`config.mk`:
```
export PLATFORM = sky130hd
export DESIGN_NAME = line_rasterizer_top
export DESIGN_NICKNAME = d
export VERILOG_FILES = /design/src/hw/rtl/lr_pkg.sv /design/src/hw/rtl/lr_index.sv /design/src/hw/rtl/line_rasterizer_top.sv
export SDC_FILE = /design/constraint.sdc
export NUM_CORES = 1
export LEC_CHECK = 0
export ABC_AREA = 1
export BUFFER_PORTS_ARGS = -buffer_cell sky130_fd_sc_hd__buf_2
export CAP_MARGIN = 0
export CORE_MARGIN = 4
export CORE_UTILIZATION = 30
export CTS_BUF_LIST = sky130_fd_sc_hd__clkbuf_4 sky130_fd_sc_hd__clkbuf_8
export DETAILED_ROUTE_END_ITERATION = 8
export PLACE_DENSITY = 0.45
export SETUP_SLACK_MARGIN = 0.15
export SLEW_MARGIN = 10
export SYNTH_ARGS = -nofsm -noshare
export SYNTH_HDL_FRONTEND = slang
export SYNTH_SLANG_ARGS = --single-unit
```
`constraint.sdc`:
```
create_clock -name aclk -period 5.1 [get_ports aclk]
set_input_delay 0.765 -clock aclk [delete_from_list [all_inputs] [get_ports aclk]]
set_output_delay 0.765 -clock aclk [all_outputs]
set_load 0.01 [all_outputs]
```
`src/hw/rtl/lr_pkg.sv`:
```
// Package: shared types, widths and codes of the line rasterizer.
`default_nettype none
package lr_pkg;

    localparam int COORD_BITS_DEF = 6;
    localparam int COORD_W        = 6;
    localparam int DIM_BITS       = 7;
    localparam int IDX_BITS       = 12;
    localparam int CHAN_BITS      = 8;
    localparam int CFG_IDX_BITS   = 1;

    localparam logic [DIM_BITS-1:0] FRAME_DIM_RESET = 7'd64;

    localparam logic [CFG_IDX_BITS-1:0] CFG_FRAME_WIDTH  = 1'b0;
    localparam logic [CFG_IDX_BITS-1:0] CFG_FRAME_HEIGHT = 1'b1;

    typedef struct packed {
        logic [COORD_W-1:0]   x_start;
        logic [COORD_W-1:0]   y_start;
        logic [COORD_W-1:0]   x_end;
        logic [COORD_W-1:0]   y_end;
        logic [CHAN_BITS-1:0] red_in;
        logic [CHAN_BITS-1:0] green_in;
        logic [CHAN_BITS-1:0] blue_in;
        logic [CHAN_BITS-1:0] alpha_in;
    } lr_in_t;

    typedef struct packed {
        logic [COORD_W-1:0]   pixel_x;
        logic [COORD_W-1:0]   pixel_y;
        logic [IDX_BITS-1:0]  pixel_index;
        logic                 inside_res;
        logic [CHAN_BITS-1:0] red_out;
        logic [CHAN_BITS-1:0] green_out;
        logic [CHAN_BITS-1:0] blue_out;
        logic [CHAN_BITS-1:0] alpha_out;
        logic                 last;
    } lr_out_t;

    typedef struct packed {
        logic                in_frame;
        logic [IDX_BITS-1:0] index;
    } lr_loc_t;

    typedef enum logic [1:0] {
        ST_IDLE,
        ST_SETUP_AXIS,
        ST_SETUP_ORDER,
        ST_WALK
    } lr_state_t;

endpackage
`default_nettype wire

```
`src/hw/rtl/lr_index.sv`:
```
// Frame clip test and bottom-up flipped buffer index of one pixel.
`default_nettype none
module lr_index
    import lr_pkg::*;
#(
    parameter int COORD_BITS = COORD_BITS_DEF
) (
    input  wire logic [COORD_BITS-1:0] px,
    input  wire logic [COORD_BITS-1:0] py,
    input  wire logic [DIM_BITS-1:0]   frame_width,
    input  wire logic [DIM_BITS-1:0]   frame_height,
    output lr_loc_t                    loc
);

    logic [DIM_BITS-1:0]     px_ext;
    logic [DIM_BITS-1:0]     py_ext;
    logic [DIM_BITS-1:0]     row;
    logic [2*DIM_BITS-1:0]   prod;
    logic [2*DIM_BITS:0]     sum;
    logic                    in_frame;

    assign px_ext   = DIM_BITS'(px);
    assign py_ext   = DIM_BITS'(py);
    assign in_frame = (px_ext < frame_width) && (py_ext < frame_height);
    assign row      = frame_height - 7'd1 - py_ext;
    assign prod     = (2*DIM_BITS)'(row) * (2*DIM_BITS)'(frame_width);
    assign sum      = (2*DIM_BITS+1)'(prod) + (2*DIM_BITS+1)'(px_ext);

    always_comb begin
        loc.in_frame = in_frame;
        loc.index    = in_frame ? sum[IDX_BITS-1:0] : '0;
    end

endmodule
`default_nettype wire

```
`src/hw/rtl/line_rasterizer_top.sv`:
```
// Top level: Bresenham line walk with frame clip and buffer index per pixel.
//
//  channel | ports                          | moves
//  --------+--------------------------------+------------------------------
//  s_      | s_valid, s_ready, s_data       | one segment item, lr_in_t
//  m_      | m_valid, m_ready, m_data       | one pixel item, lr_out_t
//  cfg_    | cfg_wr_en, cfg_index, cfg_wdata| frame width / height writes
//
// An item passes the setup states ST_SETUP_AXIS and ST_SETUP_ORDER, then ST_WALK
// emits one pixel per cycle along the major axis while the output does not stall,
// using the single shared error-term adder/compare.
// Output stalls freeze the walk; s_ready is high only while no walk runs.
// The last pixel sits in the output register while the next item enters.
// Reset clears the sequencer, output valid and sets both frame sizes to 64.
`default_nettype none
module line_rasterizer_top
    import lr_pkg::*;
#(
    parameter int COORD_BITS = COORD_BITS_DEF
) (
    input  wire logic                    aclk,
    input  wire logic                    aresetn,
    input  wire logic                    s_valid,
    output logic                         s_ready,
    input  wire lr_in_t                  s_data,
    output logic                         m_valid,
    input  wire logic                    m_ready,
    output lr_out_t                      m_data,
    input  wire logic                    cfg_wr_en,
    input  wire logic [CFG_IDX_BITS-1:0] cfg_index,
    input  wire logic [DIM_BITS-1:0]     cfg_wdata
);

    localparam int ERR_BITS = COORD_BITS + 3;

    lr_state_t state_reg, state_next;

    lr_in_t  in_reg, in_next;
    lr_out_t out_reg, out_next;
    logic    out_valid_reg, out_valid_next;

    logic [DIM_BITS-1:0] frame_width_reg, frame_width_next;
    logic [DIM_BITS-1:0] frame_height_reg, frame_height_next;

    logic                       steep_reg, steep_next;
    logic [COORD_BITS-1:0]      major_reg, major_next;
    logic [COORD_BITS-1:0]      minor_reg, minor_next;
    logic [COORD_BITS-1:0]      end_reg, end_next;
    logic [COORD_BITS-1:0]      bend_reg, bend_next;
    logic [COORD_BITS-1:0]      dx_reg, dx_next;
    logic [COORD_BITS:0]        derr2_reg, derr2_next;
    logic signed [ERR_BITS-1:0] err_reg, err_next;
    logic                       step_up_reg, step_up_next;

    logic [COORD_BITS-1:0] x0, y0, x1, y1;
    logic [COORD_BITS-1:0] adx, ady;
    logic                  steep_c;
    logic                  swap_c;
    logic [COORD_BITS-1:0] lo_c, hi_c, mlo_c, mhi_c, mdiff_c;
    logic signed [ERR_BITS-1:0] err_sum;
    logic                  minor_step;
    logic [COORD_BITS-1:0] px, py;
    logic                  load;
    logic                  at_end;
    lr_loc_t               loc;

    assign s_ready = (state_reg == ST_IDLE);
    assign m_valid = out_valid_reg;
    assign m_data  = out_reg;

    assign x0 = in_reg.x_start[COORD_BITS-1:0];
    assign y0 = in_reg.y_start[COORD_BITS-1:0];
    assign x1 = in_reg.x_end[COORD_BITS-1:0];
    assign y1 = in_reg.y_end[COORD_BITS-1:0];

    assign adx     = (x0 > x1) ? x0 - x1 : x1 - x0;
    assign ady     = (y0 > y1) ? y0 - y1 : y1 - y0;
    assign steep_c = adx < ady;

    assign swap_c  = major_reg > end_reg;
    assign lo_c    = swap_c ? end_reg : major_reg;
    assign hi_c    = swap_c ? major_reg : end_reg;
    assign mlo_c   = swap_c ? bend_reg : minor_reg;
    assign mhi_c   = swap_c ? minor_reg : bend_reg;
    assign mdiff_c = (mhi_c > mlo_c) ? mhi_c - mlo_c : mlo_c - mhi_c;

    assign err_sum    = err_reg + $signed({2'b00, derr2_reg});
    assign minor_step = err_sum > $signed({3'b000, dx_reg});

    assign px     = steep_reg ? minor_reg : major_reg;
    assign py     = steep_reg ? major_reg : minor_reg;
    assign at_end = (major_reg == end_reg);
    assign load   = (state_reg == ST_WALK) && (!out_valid_reg || m_ready);

    lr_index #(
        .COORD_BITS(COORD_BITS)
    ) u_index (
        .px           (px),
        .py           (py),
        .frame_width  (frame_width_reg),
        .frame_height (frame_height_reg),
        .loc          (loc)
    );

    always_comb begin
        state_next        = state_reg;
        in_next           = in_reg;
        out_next          = out_reg;
        out_valid_next    = out_valid_reg;
        frame_width_next  = frame_width_reg;
        frame_height_next = frame_height_reg;
        steep_next        = steep_reg;
        major_next        = major_reg;
        minor_next        = minor_reg;
        end_next          = end_reg;
        bend_next         = bend_reg;
        dx_next           = dx_reg;
        derr2_next        = derr2_reg;
        err_next          = err_reg;
        step_up_next      = step_up_reg;

        if (cfg_wr_en) begin
            unique case (cfg_index)
                CFG_FRAME_WIDTH:  frame_width_next  = cfg_wdata;
                CFG_FRAME_HEIGHT: frame_height_next = cfg_wdata;
                default: ;
            endcase
        end

        if (m_ready) begin
            out_valid_next = 1'b0;
        end

        unique case (state_reg)
            ST_IDLE: begin
                if (s_valid) begin
                    in_next    = s_data;
                    state_next = ST_SETUP_AXIS;
                end
            end
            ST_SETUP_AXIS: begin
                steep_next = steep_c;
                major_next = steep_c ? y0 : x0;
                minor_next = steep_c ? x0 : y0;
                end_next   = steep_c ? y1 : x1;
                bend_next  = steep_c ? x1 : y1;
                state_next = ST_SETUP_ORDER;
            end
            ST_SETUP_ORDER: begin
                major_next   = lo_c;
                minor_next   = mlo_c;
                end_next     = hi_c;
                dx_next      = hi_c - lo_c;
                derr2_next   = {mdiff_c, 1'b0};
                step_up_next = mhi_c > mlo_c;
                err_next     = '0;
                state_next   = ST_WALK;
            end
            ST_WALK: begin
                if (load) begin
                    out_valid_next       = 1'b1;
                    out_next.pixel_x     = COORD_W'(px);
                    out_next.pixel_y     = COORD_W'(py);
                    out_next.pixel_index = loc.index;
                    out_next.inside_res  = loc.in_frame;
                    out_next.red_out     = in_reg.red_in;
                    out_next.green_out   = in_reg.green_in;
                    out_next.blue_out    = in_reg.blue_in;
                    out_next.alpha_out   = in_reg.alpha_in;
                    out_next.last        = at_end;
                    major_next           = major_reg + 1'b1;
                    if (minor_step) begin
                        minor_next = step_up_reg ? minor_reg + 1'b1 : minor_reg - 1'b1;
                        err_next   = err_sum - $signed({2'b00, dx_reg, 1'b0});
                    end else begin
                        err_next = err_sum;
                    end
                    if (at_end) begin
                        state_next = ST_IDLE;
                    end
                end
            end
            default: state_next = ST_IDLE;
        endcase
    end

    always_ff @(posedge aclk) begin
        if (!aresetn) begin
            state_reg        <= ST_IDLE;
            out_valid_reg    <= 1'b0;
            frame_width_reg  <= FRAME_DIM_RESET;
            frame_height_reg <= FRAME_DIM_RESET;
        end else begin
            state_reg        <= state_next;
            out_valid_reg    <= out_valid_next;
            frame_width_reg  <= frame_width_next;
            frame_height_reg <= frame_height_next;
        end
    end

    always_ff @(posedge aclk) begin
        in_reg      <= in_next;
        out_reg     <= out_next;
        steep_reg   <= steep_next;
        major_reg   <= major_next;
        minor_reg   <= minor_next;
        end_reg     <= end_next;
        bend_reg    <= bend_next;
        dx_reg      <= dx_next;
        derr2_reg   <= derr2_next;
        err_reg     <= err_next;
        step_up_reg <= step_up_next;
    end

endmodule
`default_nettype wire
```
==> flow_summary.yaml <==
die:
  core_area_um2: 37840
  initial_core_util_pct: 30.55
  ioPinCount: 129
  die_h_um: 204.3
  fp.dieW_um: 204.3
  die-area_um2: 41740
  rows: 71
timing:
  tightest_slew_ns: 0.8091
  period_share_pct: 101.3
  fin_crit_ns: 5.168
  relSlewSlack_pct: 45.94
  whs_ns: 0.4270
  finalHoldViolCount: 0
  drv_slew: 0
  timing.fmax_mhz: 193.5
  fin_ws_ns: -0.06769
  setup_violations: 2
  finClkSkew_ns: 0.02774
  grt_setup_unrepaired: "yes"
cts:
  insertion_delay_ns: 0.51
  clockBufferDepth: 2
  clock_sinks: 177
  h-tree-depth: 4
  cts_root_buffer: "clkbuf_8"
  numCtsBuffers: 17
  path_clk_slew_ns: 0.11
  cts_tree: "built"
  postCtsHoldBufs: 0
drt:
  via_count: 8727
  first_iter_violations: 553
  drcViolationCount: 0
  antenna_left: 0
  routedWlPerCell_um: 15.12
  via_per_inst: 4.466
  wl_mm: 29.54
  first_pass_iters: 7
layout:
  layout-drive-gt1-share_pct: 22.45
  largest_reg_flops: 58
  fin_cells: 1954
  final_nets: 1645
  fillerInstances: 3876
  regArea_um2: 5145
  areaGrowthSynthToFinish_pct: 21.41
  antenna_cells: 0
  multiInputGateArea_um2: 5719
critical_path:
  reg2regPathDepth: 26
  crit_type: "reg -> reg"
  required_ns: 5.36
  cp_max_fo: 7
  crit_slowest_cell: "fa_1"
  slowest_delay_ns: 0.51
  worstSetupEndpoint: "m_data[45]"
  endpoint_kind: "flip-flop"
  crit_path_start: "steep_reg"
  regToRegSetupSlack_ns: -0.07
  timing.rr.start: "steep_reg"
  start_kind: "flip-flop"
  cp.arrival_ns: 5.43
  cp_common_cell: "fa_1"
  rr_endpoint: "m_data[45]"
place:
  io_buffers: 128
  dpl.cell_count: 1911
  gp_congestion: 0.8655
  hpwl_mm: 23.65
yosys:
  postSynthCellCount: 1225
  synth_edf_count: 160
  synthTopCellsByArea: "edfxtp_1 (42%), ha_1 (12%), nand2_1 (7.5%)"
  synthArstFlopShare_pct: 0
  synth_nets: 1440
  ys_seq_area_share_pct: 44.51
  synth_cell_types: 48
  synth_area_um2: 11560
  ys_ff_latch: 177
  synth_top_area_share_pct: 41.56
  synthFlopType: "edfxtp_1"
  yosysTopAreaCell: "edfxtp_1"
  synth_area_per_cell_um2: 9.437
  yosysWarnings: 0
run_status:
  violations: "negative setup slack"
  status: "complete, but fails checks"
global_route:
  grt_max_degree: 42
  antenna_found_initial: 0
  grt_pass1_vias: 8767
  grt_pass1_wl_mm: 47.31
  overflow: 0
  grt_usage_pct: 14.43
run:
  max_cap_viol_count: 0
worst_hold_path:
  hold_path_class: "reg -> reg"
==> layout by cell type, fill, tap and decap left out, types with 28 or more instances in the layout <==
| master | count |
|---|---|
| a21oi_1 | 75 |
| edfxtp_1 | 160 |
| o21ai_0 | 64 |
| ha_1 | 103 |
| xor2_1 | 28 |
| inv_1 | 201 |
| fa_1 | 36 |
| nand3_1 | 55 |
| nand2_1 | 223 |
| buf_2 | 128 |
| buf_4 | 81 |
| nor2_1 | 69 |
==> timing repair <==
item | CTS | global route
setup endpoints to repair | 5 | 7
pin swaps | 9 | 5
resized for setup | 17 | 16
gates cloned | 0 | 0
buffers inserted | 7 | 4
==> synth_stat cells, drive strengths merged (2+ instances only) <==
master and number:
a211oi 3, a21boi 2, a21o 3, a21oi 81, a31oi 6, buf 7
clkbuf 18, dfxtp 17, edfxtp 160, fa 37, ha 109, inv 212
mux2 4, mux2i 2, nand2 241, nand3 62, nand3b 5, nand4 10
nor2 79, nor3 3, o211ai 9, o21a 3, o21ai 86, o21bai 6
o221ai 9, xnor2 10, xor2 31
==> worst min path at each step <==
stage,end,cells after the start,slack (ns),startpoint
after floorplan,m_data[10],0,0.40,in_reg[9]
after global placement,m_data[32],0,0.40,in_reg[31]
after detailed placement,m_data[27],0,0.41,in_reg[26]
final,m_data[30],0,0.43,in_reg[29]
after global routing,in_reg[15],1,0.38,s_data[15]
after CTS,in_reg[3],1,0.38,s_data[3]
==> cells by family (layout without fill, tap and decap cells) <==
kind of cell	after synthesis	after routing	share of synthesized area, %
AO/OA/AOI/OAI	214	214	10.57
XOR/XNOR	41	41	3.106
adder cells (fa/ha/maj)	146	146	18.21
buffers and inverters	238	456	8.096
flip-flops	177	177	44.51
multiplexers	6	6	0.5628
AND/OR/NAND/NOR	403	403	14.95
==> layer usage <==
metal  part of all wire [%]  global-route usage [%]  vias to the layer above  wire [um]
met1                     46                   18.84                     4045      13610
li1                       -                       -                     4493          -
met2                     48                   24.09                      159      14090
met5                      0                       0                        -          0
met4                    1.3                   3.374                        0        374
met3                    5.0                   3.808                       30       1470
==> final cells by class <==
| class | count | share of cell area [%] |
|---|---|---|
| clock inverters | 14 | 1.480 |
| well taps | 511 | 4.556 |
| clock buffers | 18 | 1.721 |
| flip-flops and latches | 177 | 36.66 |
| multi-input cells | 810 | 40.75 |
| repair buffers | 211 | 9.120 |
| inverters | 213 | 5.715 |
==> per-stage QoR <==
stage | TNS [ns] | cell area [um2] | worst slack, ns | utilization (%)
global route | -0.9911 | 14030 | -0.3479 | 37.09
detailed placement | -0.3333 | 13400 | -0.1487 | 35.40
finish | -0.07190 | 14030 | -0.06769 | 37.09
CTS | -0.09871 | 13940 | -0.05425 | 36.83
floorplan | 0 | 11700 | 0.1080 | -
global placement | -0.09113 | 13400 | -0.05093 | 35.40
==> critical path: cells and delay by family, from the launching register on <==
kind	cells	cell delay [ns]
buf+inv	5	0.50
flops	1	0.44
fa+ha+maj	7	2.75
compound gates	3	0.36
simple gates	10	0.74
xor+xnor	1	0.16
Power is left out: the tool's default activity adds up to more than one toggle a clock period on the data nets, which glitch-free logic cannot reach.
